**src/rtl/core/brm_pkg.sv**
```systemverilog
// Shared constants for the radix-2 Booth multiplier core.
`default_nettype none

package brm_pkg;

   // Fixed field widths of the request, response and control ports
   localparam int IN_W      = 16;
   localparam int PRODUCT_W = 32;
   localparam int MAG_W     = 31;
   localparam int CFG_W     = 5;

   // Operand width after reset and the smallest width the core honors
   localparam logic [CFG_W-1:0] CFG_RESET = 5'd16;
   localparam logic [CFG_W-1:0] MIN_WIDTH = 5'd2;

   // Booth rounds folded into one pipeline stage
   localparam int ROUNDS_PER_STAGE = 2;

endpackage

`default_nettype wire

```
**src/rtl/core/brm_req_if.sv**
```systemverilog
// Request channel: operand pair with valid/ready handshake.
`default_nettype none

interface brm_req_if;
   logic                     valid;
   logic                     ready;
   logic [brm_pkg::IN_W-1:0] multiplicand_bits;
   logic [brm_pkg::IN_W-1:0] multiplier_bits;

   modport source (output valid, output multiplicand_bits, output multiplier_bits,
                   input ready);
   modport sink   (input valid, input multiplicand_bits, input multiplier_bits,
                   output ready);
endinterface

`default_nettype wire

```
**src/rtl/core/brm_rsp_if.sv**
```systemverilog
// Response channel: product, sign and magnitude with valid/ready handshake.
`default_nettype none

interface brm_rsp_if;
   logic                          valid;
   logic                          ready;
   logic [brm_pkg::PRODUCT_W-1:0] product_bits;
   logic                          negative;
   logic [brm_pkg::MAG_W-1:0]     magnitude;

   modport source (output valid, output product_bits, output negative, output magnitude,
                   input ready);
   modport sink   (input valid, input product_bits, input negative, input magnitude,
                   output ready);
endinterface

`default_nettype wire

```
**src/rtl/core/brm_prep.sv**
```systemverilog
// Entry stage: clamp the operand width, build the width mask, trim the operands.
`default_nettype none

module brm_prep #(
   parameter int W  = 16,
   parameter int NW = 5
) (
   input  logic                      clock,
   input  logic                      reset,
   input  logic                      in_valid,
   output logic                      in_ready,
   input  logic [brm_pkg::IN_W-1:0]  in_mcand,
   input  logic [brm_pkg::IN_W-1:0]  in_mplier,
   input  logic [brm_pkg::CFG_W-1:0] cfg_width,
   output logic                      out_valid,
   input  logic                      out_ready,
   output logic [W-1:0]              out_mcand,
   output logic [W-1:0]              out_mplier,
   output logic [W-1:0]              out_mask,
   output logic [NW-1:0]             out_width
);

   localparam int CW = brm_pkg::CFG_W;

   logic                 valid_ff;
   logic [W-1:0]         mcand_ff, mcand_in;
   logic [W-1:0]         mplier_ff, mplier_in;
   logic [W-1:0]         mask_ff, mask_in;
   logic [NW-1:0]        width_ff, width_in;
   logic [CW-1:0]        width_clamped;

   always_comb begin
      if (cfg_width < brm_pkg::MIN_WIDTH) begin
         width_clamped = brm_pkg::MIN_WIDTH;
      end else if (cfg_width > CW'(W)) begin
         width_clamped = CW'(W);
      end else begin
         width_clamped = cfg_width;
      end
      for (int i = 0; i < W; i++) begin
         mask_in[i] = (CW'(i) < width_clamped);
      end
      width_in  = NW'(width_clamped);
      mcand_in  = W'(in_mcand) & mask_in;
      mplier_in = W'(in_mplier) & mask_in;
   end

   assign in_ready = !valid_ff || out_ready;

   always_ff @(posedge clock) begin
      if (reset) begin
         valid_ff <= 1'b0;
      end else if (in_ready) begin
         valid_ff <= in_valid;
      end
   end

   always_ff @(posedge clock) begin
      if (in_valid && in_ready) begin
         mcand_ff  <= mcand_in;
         mplier_ff <= mplier_in;
         mask_ff   <= mask_in;
         width_ff  <= width_in;
      end
   end

   assign out_valid  = valid_ff;
   assign out_mcand  = mcand_ff;
   assign out_mplier = mplier_ff;
   assign out_mask   = mask_ff;
   assign out_width  = width_ff;

endmodule

`default_nettype wire

```
**src/rtl/core/brm_booth_stage.sv**
```systemverilog
// One pipeline stage of Booth rounds on the A:Q:q register triple.
`default_nettype none

module brm_booth_stage #(
   parameter int W     = 16,
   parameter int NW    = 5,
   parameter int FIRST = 0
) (
   input  logic          clock,
   input  logic          reset,
   input  logic          in_valid,
   output logic          in_ready,
   input  logic [W-1:0]  in_acc,
   input  logic [W-1:0]  in_mplier,
   input  logic          in_extra,
   input  logic [W-1:0]  in_mcand,
   input  logic [W-1:0]  in_mask,
   input  logic [NW-1:0] in_width,
   output logic          out_valid,
   input  logic          out_ready,
   output logic [W-1:0]  out_acc,
   output logic [W-1:0]  out_mplier,
   output logic          out_extra,
   output logic [W-1:0]  out_mcand,
   output logic [W-1:0]  out_mask,
   output logic [NW-1:0] out_width
);

   localparam int SPAN = W - FIRST;
   localparam int HERE = (SPAN < brm_pkg::ROUNDS_PER_STAGE) ? SPAN
                                                             : brm_pkg::ROUNDS_PER_STAGE;

   logic          valid_ff;
   logic [W-1:0]  acc_ff, acc_in;
   logic [W-1:0]  q_ff, q_in;
   logic          extra_ff, extra_in;
   logic [W-1:0]  mcand_ff;
   logic [W-1:0]  mask_ff;
   logic [NW-1:0] width_ff;
   logic [W-1:0]  top;

   // Round r runs only while r is below the operand width (mask bit r set).
   always_comb begin
      top      = in_mask & ~(in_mask >> 1);
      acc_in   = in_acc;
      q_in     = in_mplier;
      extra_in = in_extra;
      for (int j = 0; j < HERE; j++) begin
         if (in_mask[FIRST + j]) begin
            if (!q_in[0] && extra_in) begin
               acc_in = (acc_in + in_mcand) & in_mask;
            end else if (q_in[0] && !extra_in) begin
               acc_in = (acc_in - in_mcand) & in_mask;
            end
            extra_in = q_in[0];
            q_in     = (q_in >> 1) | ({W{acc_in[0]}} & top);
            acc_in   = (acc_in >> 1) | (acc_in & top);
         end
      end
   end

   assign in_ready = !valid_ff || out_ready;

   always_ff @(posedge clock) begin
      if (reset) begin
         valid_ff <= 1'b0;
      end else if (in_ready) begin
         valid_ff <= in_valid;
      end
   end

   always_ff @(posedge clock) begin
      if (in_valid && in_ready) begin
         acc_ff   <= acc_in;
         q_ff     <= q_in;
         extra_ff <= extra_in;
         mcand_ff <= in_mcand;
         mask_ff  <= in_mask;
         width_ff <= in_width;
      end
   end

   assign out_valid  = valid_ff;
   assign out_acc    = acc_ff;
   assign out_mplier = q_ff;
   assign out_extra  = extra_ff;
   assign out_mcand  = mcand_ff;
   assign out_mask   = mask_ff;
   assign out_width  = width_ff;

endmodule

`default_nettype wire

```
**src/rtl/core/brm_finish.sv**
```systemverilog
// Output stage: join A:Q into the product, derive sign and magnitude, hold the beat.
`default_nettype none

module brm_finish #(
   parameter int W  = 16,
   parameter int NW = 5
) (
   input  logic                          clock,
   input  logic                          reset,
   input  logic                          in_valid,
   output logic                          in_ready,
   input  logic [W-1:0]                  in_acc,
   input  logic [W-1:0]                  in_mplier,
   input  logic [W-1:0]                  in_mask,
   input  logic [NW-1:0]                 in_width,
   output logic                          out_valid,
   input  logic                          out_ready,
   output logic [brm_pkg::PRODUCT_W-1:0] out_product,
   output logic                          out_negative,
   output logic [brm_pkg::MAG_W-1:0]     out_magnitude
);

   localparam int PW  = 2 * W;
   localparam int POW = brm_pkg::PRODUCT_W;
   localparam int MOW = brm_pkg::MAG_W;

   logic           valid_ff;
   logic [POW-1:0] product_ff, product_in;
   logic           negative_ff, negative_in;
   logic [MOW-1:0] magnitude_ff, magnitude_in;
   logic [W-1:0]   top;
   logic [PW-1:0]  wide;
   logic [PW-1:0]  wide_mask;
   logic [PW-1:0]  wide_mag;

   always_comb begin
      top          = in_mask & ~(in_mask >> 1);
      wide         = ({{W{1'b0}}, in_acc} << in_width) | {{W{1'b0}}, in_mplier};
      wide_mask    = ({{W{1'b0}}, in_mask} << in_width) | {{W{1'b0}}, in_mask};
      negative_in  = |(in_acc & top);
      wide_mag     = negative_in ? ((-wide) & wide_mask) : wide;
      product_in   = POW'(wide);
      magnitude_in = MOW'(wide_mag);
   end

   assign in_ready = !valid_ff || out_ready;

   always_ff @(posedge clock) begin
      if (reset) begin
         valid_ff <= 1'b0;
      end else if (in_ready) begin
         valid_ff <= in_valid;
      end
   end

   always_ff @(posedge clock) begin
      if (in_valid && in_ready) begin
         product_ff   <= product_in;
         negative_ff  <= negative_in;
         magnitude_ff <= magnitude_in;
      end
   end

   assign out_valid     = valid_ff;
   assign out_product   = product_ff;
   assign out_negative  = negative_ff;
   assign out_magnitude = magnitude_ff;

endmodule

`default_nettype wire

```
**src/rtl/core/booth_radix2_multiplier_core.sv**
```systemverilog
// Top level of the pipelined radix-2 Booth signed multiplier.
//
//   channel   direction  handshake          payload
//   req_port  in         valid/ready        multiplicand_bits[15:0], multiplier_bits[15:0]
//   rsp_port  out        valid/ready        product_bits[31:0], negative, magnitude[30:0]
//   csr_*     in         write enable only  operand_bits[4:0]
//
// One beat enters and one leaves per cycle, sustained, while rsp_port.ready stays high.
// The pipeline has one entry stage, one stage per two Booth rounds (at most one add or
// subtract each), and one output stage.
// Reset clears every stage valid bit and sets operand_bits to 16; no clearing pass.
// With rsp_port.ready low the output beat holds and empty stages behind it still fill;
// req_port.ready drops only when every stage holds a beat.
`default_nettype none

module booth_radix2_multiplier_core #(
   parameter int MAX_WIDTH = 16
) (
   input  logic                      clock,
   input  logic                      reset,
   brm_req_if.sink                   req_port,
   brm_rsp_if.source                 rsp_port,
   input  logic                      csr_write_enable,
   input  logic [brm_pkg::CFG_W-1:0] csr_write_data
);

   localparam int W   = MAX_WIDTH;
   localparam int NW  = $clog2(W + 1);
   localparam int RPS = brm_pkg::ROUNDS_PER_STAGE;
   localparam int NS  = (W + RPS - 1) / RPS;

   logic [brm_pkg::CFG_W-1:0] operand_bits_ff;

   // Stage k feeds Booth stage k; index NS feeds the output stage.
   logic [NS:0]   st_valid;
   logic [NS:0]   st_ready;
   logic [W-1:0]  st_acc    [NS+1];
   logic [W-1:0]  st_mplier [NS+1];
   logic          st_extra  [NS+1];
   logic [W-1:0]  st_mcand  [NS+1];
   logic [W-1:0]  st_mask   [NS+1];
   logic [NW-1:0] st_width  [NS+1];

   // Operand width register; the user must write it only while the pipeline is drained; the core does not enforce this.
   always_ff @(posedge clock) begin
      if (reset) begin
         operand_bits_ff <= brm_pkg::CFG_RESET;
      end else if (csr_write_enable) begin
         operand_bits_ff <= csr_write_data;
      end
   end

   // Entry stage: trim operands to the active width and start with A and q at zero.
   brm_prep #(
      .W  (W),
      .NW (NW)
   ) u_prep (
      .clock      (clock),
      .reset      (reset),
      .in_valid   (req_port.valid),
      .in_ready   (req_port.ready),
      .in_mcand   (req_port.multiplicand_bits),
      .in_mplier  (req_port.multiplier_bits),
      .cfg_width  (operand_bits_ff),
      .out_valid  (st_valid[0]),
      .out_ready  (st_ready[0]),
      .out_mcand  (st_mcand[0]),
      .out_mplier (st_mplier[0]),
      .out_mask   (st_mask[0]),
      .out_width  (st_width[0])
   );

   assign st_acc[0]   = '0;
   assign st_extra[0] = 1'b0;

   // Booth rounds, two per stage; a stage past the active width passes its beat through.
   for (genvar k = 0; k < NS; k++) begin : g_booth
      brm_booth_stage #(
         .W     (W),
         .NW    (NW),
         .FIRST (k * RPS)
      ) u_stage (
         .clock      (clock),
         .reset      (reset),
         .in_valid   (st_valid[k]),
         .in_ready   (st_ready[k]),
         .in_acc     (st_acc[k]),
         .in_mplier  (st_mplier[k]),
         .in_extra   (st_extra[k]),
         .in_mcand   (st_mcand[k]),
         .in_mask    (st_mask[k]),
         .in_width   (st_width[k]),
         .out_valid  (st_valid[k+1]),
         .out_ready  (st_ready[k+1]),
         .out_acc    (st_acc[k+1]),
         .out_mplier (st_mplier[k+1]),
         .out_extra  (st_extra[k+1]),
         .out_mcand  (st_mcand[k+1]),
         .out_mask   (st_mask[k+1]),
         .out_width  (st_width[k+1])
      );
   end

   // Output stage: the registered result doubles as the skid toward the sink.
   brm_finish #(
      .W  (W),
      .NW (NW)
   ) u_finish (
      .clock         (clock),
      .reset         (reset),
      .in_valid      (st_valid[NS]),
      .in_ready      (st_ready[NS]),
      .in_acc        (st_acc[NS]),
      .in_mplier     (st_mplier[NS]),
      .in_mask       (st_mask[NS]),
      .in_width      (st_width[NS]),
      .out_valid     (rsp_port.valid),
      .out_ready     (rsp_port.ready),
      .out_product   (rsp_port.product_bits),
      .out_negative  (rsp_port.negative),
      .out_magnitude (rsp_port.magnitude)
   );

`ifndef SYNTH
   // Reset empties the output stage.
   a_reset_drains_output: assert property (@(posedge clock)
      reset |=> !rsp_port.valid)
      else $error("output beat valid after reset");

   // An accepted request lands in the entry stage on the next edge.
   a_accept_fills_entry: assert property (@(posedge clock) disable iff (reset)
      req_port.valid && req_port.ready |=> st_valid[0])
      else $error("accepted request missing from entry stage");

   // Back-pressure on the request side only with a full pipe and a stalled sink.
   a_ready_only_when_full: assert property (@(posedge clock) disable iff (reset)
      !req_port.ready |-> (&st_valid) && rsp_port.valid && !rsp_port.ready)
      else $error("request stalled while a stage is free");
`endif

endmodule

`default_nettype wire

```
**src/flat_wrapper.sv**
```systemverilog
// flat-port wrapper written by rule: the top's interface ports become plain ports
module booth_radix2_multiplier_core_flat 
#(
   parameter int MAX_WIDTH = 16
)
  (clock, reset, csr_write_enable, csr_write_data, req_port_valid, req_port_multiplicand_bits, req_port_multiplier_bits, req_port_ready, rsp_port_valid, rsp_port_product_bits, rsp_port_negative, rsp_port_magnitude, rsp_port_ready);
  brm_req_if req_port_i ();
  brm_rsp_if rsp_port_i ();
  input  logic clock;
  input  logic reset;
  input  logic csr_write_enable;
  input  logic [brm_pkg::CFG_W-1:0] csr_write_data;
  input wire logic [$bits(req_port_i.valid)-1:0] req_port_valid;
  input wire logic [$bits(req_port_i.multiplicand_bits)-1:0] req_port_multiplicand_bits;
  input wire logic [$bits(req_port_i.multiplier_bits)-1:0] req_port_multiplier_bits;
  output wire logic [$bits(req_port_i.ready)-1:0] req_port_ready;
  output wire logic [$bits(rsp_port_i.valid)-1:0] rsp_port_valid;
  output wire logic [$bits(rsp_port_i.product_bits)-1:0] rsp_port_product_bits;
  output wire logic [$bits(rsp_port_i.negative)-1:0] rsp_port_negative;
  output wire logic [$bits(rsp_port_i.magnitude)-1:0] rsp_port_magnitude;
  input wire logic [$bits(rsp_port_i.ready)-1:0] rsp_port_ready;
  assign req_port_i.valid = req_port_valid;
  assign req_port_i.multiplicand_bits = req_port_multiplicand_bits;
  assign req_port_i.multiplier_bits = req_port_multiplier_bits;
  assign req_port_ready = req_port_i.ready;
  assign rsp_port_valid = rsp_port_i.valid;
  assign rsp_port_product_bits = rsp_port_i.product_bits;
  assign rsp_port_negative = rsp_port_i.negative;
  assign rsp_port_magnitude = rsp_port_i.magnitude;
  assign rsp_port_i.ready = rsp_port_ready;
  booth_radix2_multiplier_core #(.MAX_WIDTH(MAX_WIDTH)) u_core (.clock(clock), .reset(reset), .req_port(req_port_i), .rsp_port(rsp_port_i), .csr_write_enable(csr_write_enable), .csr_write_data(csr_write_data));
endmodule
```
**config.mk**
```make
export PLATFORM = sky130hd
export DESIGN_NAME = booth_radix2_multiplier_core_flat
export DESIGN_NICKNAME = d
export VERILOG_FILES = /design/src/rtl/core/brm_pkg.sv /design/src/rtl/core/brm_req_if.sv /design/src/rtl/core/brm_rsp_if.sv /design/src/rtl/core/brm_prep.sv /design/src/rtl/core/brm_booth_stage.sv /design/src/rtl/core/brm_finish.sv /design/src/rtl/core/booth_radix2_multiplier_core.sv /design/src/flat_wrapper.sv
export SDC_FILE = /design/constraint.sdc
export NUM_CORES = 2
export LEC_CHECK = 0
export BUFFER_PORTS_ARGS = -buffer_cell sky130_fd_sc_hd__buf_2
export CORE_MARGIN = 2
export CORE_UTILIZATION = 55
export DETAILED_ROUTE_END_ITERATION = 6
export GPL_TIMING_DRIVEN = 0
export PLACE_DENSITY = 0.72
export SYNTH_ARGS = -nofsm -noshare
export SYNTH_HDL_FRONTEND = slang
export SYNTH_SLANG_ARGS = --single-unit
```
**constraint.sdc**
```tcl
create_clock -name clock -period 9.6 [get_ports clock]
set_input_delay 0.48 -clock clock [delete_from_list [all_inputs] [get_ports clock]]
set_output_delay 0.48 -clock clock [all_outputs]
set_load 0.005 [all_outputs]
```
==> summary.md <==
The largest clock skew in the final design was 34.4 ps. Number of enable-type register cells in the synthesized netlist: 651. The cell at the slowest stage of the critical path is sky130_fd_sc_hd__o31ai_1. Final hold analysis gives a worst-case slack of 43.2 ps. The tool flagged a number of max-cap violations equal to 0. At the worst endpoint, the required time is 9970 ps. In this run the static leakage power is 24.8 nW. After detailed routing, the number of vias per cell comes to 6.65. The floorplan step set the die width to 332 um.

The flow ran to the end, and the final reports show no timing, DRC or antenna violations. For the clock net sink count, the log shows 666. Headroom to the max-slew limit came out at 4.74%.

The final critical-path required period was 7110 ps; the final design area excluding fillers was 64,600 um2. For the arrival time of data at the critical path endpoint, the log shows 7480 ps. The logs give 110,000 um2 for the area of the die and 55.1% for the met2 global-route usage. The type of destination of the critical path was a register. The initial antenna violation count came out at 3. STA classifies the critical path startpoint as a register.

The number of failing hold endpoints at the final stage came out at 0. The growth of design area from synthesis to finish is 9.14%. The sum of negative setup slack was 0 ps.

Of the available clock period, the critical path in the final layout requires 74.0%. The critical setup path kind was register to register. The run gives 0 as the DRC violations left. The maximum number of pins on one net before global-route repair was 42; the die height was 332 um. Before antenna repair, the detailed router went through 7 iterations.

The later pin in the worst-skew pair is clocked with a latency of 670 ps. The final layout net count is 7,714, and the routed wire length is 211,000 um. After global routing, the most crowded layer is met2. Once the floorplan was initialized, standard cells occupied 55.3% of the core.

For the worst flop-to-flop path, the logic depth is 23. The worst-case IR drop observed on VDD is 0.149 mV. The run gives 0 as the aggregate global routing overflow. Yosys printed 0 warnings.

Following the worst setup path forward leads to its endpoint at u_core.g_booth[4].u_stage.out_acc[15]$_DFFE_PP_. Synthesis handed over a netlist of 6,988 instances. In the layout the commonest cells are 900 x sky130_fd_sc_hd__a21oi_1, 724 x sky130_fd_sc_hd__nor2_1, 651 x sky130_fd_sc_hd__edfxtp_1. Setup repair after global routing left no endpoint under its margin.

The tightest min-delay check is of the input pin to register type. After legalization and detailed placement, the total HPWL measured 167,000 um. OpenSTA, run right after detailed placement, puts the worst setup slack at 2140 ps. Once placement finished, the instance area stood at 61,800 um2. Leaving out fill and tap cells, the most frequent cell in the layout is sky130_fd_sc_hd__a21oi_1. Cell repeated most along the worst path: sky130_fd_sc_hd__o21ai_0. The clock buffer count from CTS came out at 75. The start point of the critical path was u_core.g_booth[3].u_stage.out_mcand[1]$_DFFE_PP_.

The tools report the clock tree buffer depth as 3. For this block, the initial DRC count from the detailed router was 8,075. The tools report the clock tree root buffer cell as sky130_fd_sc_hd__clkbuf_16.

The number of setup violations in the final report was 0; the top-level port count was 108. Yosys attributes the largest share of cell area to sky130_fd_sc_hd__edfxtp_1 33%, sky130_fd_sc_hd__ha_1 9.6%, sky130_fd_sc_hd__a21oi_1 7.6%. The met3 track utilization from global routing is 6.89%, and the total routing usage reported by global routing is 36.9%.

The logs give 2490 ps for the final setup slack of the worst path and 3 for the count of H-tree levels built during CTS. In the final layout, the share of cells above drive strength 1 is 5.34%. Dividing the detail-routed wire length by the instance count gives 24.4 um. After clock tree synthesis, the clock-pin slew on the worst setup and hold paths is 60 ps.

The run gives 120 as the number of standard-cell rows in the floorplan. For this run, the register share of the synthesized area comes to 33.6%. Across all layers, the routed design uses 57,564 vias.

The global-route wire length before repair came out at 317,000 um. The biggest area contributor in the post-synthesis netlist is sky130_fd_sc_hd__edfxtp_1. The tools report the number of routed nets with antenna violations as 0.

For this run, the slowest stage of the critical path takes 780 ps. Based on the critical path, the design can be clocked at up to 141 MHz. The tools report the launch instance of the worst register-to-register path as u_core.g_booth[3].u_stage.out_mcand[1]$_DFFE_PP_.

TritonCTS built the clock tree. The average footprint of a synthesized cell is 8.46 um2, and the power density relative to cell area is 119 nW/um2. The number of gates resized after cts was 0; the largest fanout on the critical path was 9. In this run, synthesis produced a sequential element count of 666.

The endpoint identified for the worst register-to-register timing path is u_core.g_booth[4].u_stage.out_acc[15]$_DFFE_PP_. The final estimated routing congestion in global placement was 1.01. The critical path goes through inv_1, fa_1, o21bai_1, a21oi_1, o21ai_0, a2111oi_0, clkbuf_2, nor2_1, xor2_1, o311ai_0, o211ai_1, o31ai_1, ha_1, clkbuf_1, a2111oi_0, o31ai_1, o21bai_1, a21oi_1, xnor2_1, and2_1, o211a_1, o21ai_0, o21ai_0. The tools report the final number of max-transition violations as 0. In the synthesized netlist the dominant register cell turns out to be sky130_fd_sc_hd__edfxtp_1. The share of the synthesized area in the top cell type is 33.0%, and the measured slew at the worst slew-check pin is 1420 ps.

Summing every instance area after synthesis gives 59,200 um2. After synthesis, the share of flip-flops with an asynchronous set or reset is 0%. Yosys mapped the design onto 100 distinct sky130hd cell types. The via count of the first global-routing pass came out at 52,032. The global-route met1 utilization came out at 54.1%. The logs give 2490 ps for the setup slack of the most critical reg-to-reg path and 107,000 um2 for the area of the core region. The count of buffers added on input and output ports is 102.
[area by class of cell]
type	instances	area, um2
fill	9607	42300
multi-input combinational	5504	36300
sequential	666	19800
clock buffer	84	1940
inverter	477	1790
tap	1403	1760
buffer	342	1310
timing repair buffer	124	893
clock inverter	52	712
antenna	2	5.00
[state kept, by name (all words and copies together) (netlist names)]
signal                             flops
u_core.g_booth.u_stage.out_acc       128
u_core.g_booth.u_stage.out_mask      128
u_core.g_booth.u_stage.out_mplier    128
u_core.g_booth.u_stage.out_mcand     112
u_core.g_booth.u_stage.out_width      32
u_core.u_finish.out_product           32
u_core.u_finish.out_magnitude         31
u_core.u_prep.out_mask                16
u_core.u_prep.out_mcand               16
u_core.u_prep.out_mplier              16
u_core.g_booth.u_stage.out_valid       8
u_core.g_booth.u_stage.out_extra       7
u_core.operand_bits_ff                 5
u_core.u_prep.out_width                4
u_core.u_finish.out_negative           1
u_core.u_finish.out_valid              1
u_core.u_prep.out_valid                1
[critical path, delay by kind of cell, from the launching register on]
family	cells	cell delay (ps)
simple gates	2	260
xor+xnor	2	290
fa+ha+maj	2	660
flops	1	580
compound gates	14	4190
buf+inv	3	830
[cells by family (layout without fill, tap and decap cells)]
kind of cell / count (synthesis) / after routing / synth area share, %
buffers and inverters: 819 / 1079 / 5.24
other: 1 / 4 / 0.00634
xor gates and xnor gates: 233 / 233 / 3.45
adders and majority gates: 482 / 482 / 10.6
AOI/OAI and AO/OA: 2468 / 2468 / 26.7
muxes: 142 / 142 / 3.01
and+or+nand+nor: 2177 / 2177 / 17.5
DFF: 666 / 666 / 33.6
[report_power, final]
part           switching, mW  total, mW  internal [mW]
Combinational          0.770       1.22          0.448
Sequential            0.0892       3.34           3.25
Clock                   1.28       3.11           1.84
Total                   2.14       7.67           5.53
[layer usage]
metal / part of all wire, % / wire length [um] / vias to the layer above
met3: 11 / 23700 / 432
li1: - / - / 26283
met2: 43 / 90000 / 3384
met4: 3.3 / 6910 / 2
met1: 43 / 90400 / 27463
met5: 0.0052 / 11 / -
[Yosys cell counts, types with 42 or more instances]
| cell | n |
|---|---|
| sky130_fd_sc_hd__o21ai_0 | 397 |
| sky130_fd_sc_hd__nor2_1 | 724 |
| sky130_fd_sc_hd__a211oi_1 | 62 |
| sky130_fd_sc_hd__and3_1 | 54 |
| sky130_fd_sc_hd__o22ai_1 | 83 |
| sky130_fd_sc_hd__nand2_1 | 503 |
| sky130_fd_sc_hd__xor2_1 | 42 |
| sky130_fd_sc_hd__ha_1 | 452 |
| sky130_fd_sc_hd__o31ai_1 | 60 |
| sky130_fd_sc_hd__edfxtp_1 | 651 |
| sky130_fd_sc_hd__xnor2_1 | 191 |
| sky130_fd_sc_hd__and2_1 | 57 |
| sky130_fd_sc_hd__a31oi_1 | 145 |
| sky130_fd_sc_hd__o21a_1 | 57 |
| sky130_fd_sc_hd__nand2b_1 | 113 |
| sky130_fd_sc_hd__nor2b_1 | 193 |
| sky130_fd_sc_hd__a21o_1 | 83 |
| sky130_fd_sc_hd__a21oi_1 | 900 |
| sky130_fd_sc_hd__o211ai_1 | 53 |
| sky130_fd_sc_hd__nand3_1 | 156 |
| sky130_fd_sc_hd__clkbuf_1 | 308 |
| sky130_fd_sc_hd__inv_1 | 470 |
| sky130_fd_sc_hd__a221oi_1 | 52 |
| sky130_fd_sc_hd__mux2i_1 | 87 |
| sky130_fd_sc_hd__o21bai_1 | 78 |
| sky130_fd_sc_hd__a22oi_1 | 51 |
| sky130_fd_sc_hd__a221o_1 | 49 |
| sky130_fd_sc_hd__or3_1 | 55 |
| sky130_fd_sc_hd__nor3_1 | 147 |
[repair_timing]
item / in CTS / in global routing
hold endpoints to repair: 5 / 0
setup buffers: 0 / 0
hold buffers: 5 / 0
[per-stage QoR]
step	std cells	utilization, %	total power [mW]
2_1_floorplan	6989	-	4.22
3_3_place_gp	8494	57.5	4.55
3_5_place_dp	8510	57.9	4.56
4_1_cts	8651	60.4	7.67
5_1_grt	8652	60.4	7.94
6_report	8654	60.4	7.67
[worst min path at each step]
stage / start / end / slack, ps / cells after the start
finish: csr_write_data[2] / u_core.operand_bits_ff[2]$_SDFFE_PP0P_ / 40 / 3
global route: req_port_valid / u_core.u_prep.out_valid$_SDFFE_PP0N_ / 30 / 3
CTS: csr_write_data[1] / u_core.operand_bits_ff[1]$_SDFFE_PP0P_ / 9 / 3
detailed placement: u_core.g_booth[1].u_stage.out_width[3]$_DFFE_PP_ / u_core.g_booth[2].u_stage.out_width[3]$_DFFE_PP_ / 410 / 0
global placement: u_core.g_booth[6].u_stage.out_width[1]$_DFFE_PP_ / u_core.g_booth[7].u_stage.out_width[1]$_DFFE_PP_ / 400 / 0
floorplan: u_core.u_prep.out_width[0]$_DFFE_PP_ / u_core.g_booth[0].u_stage.out_width[0]$_DFFE_PP_ / 400 / 0
(Power assumes the default switching activity.)
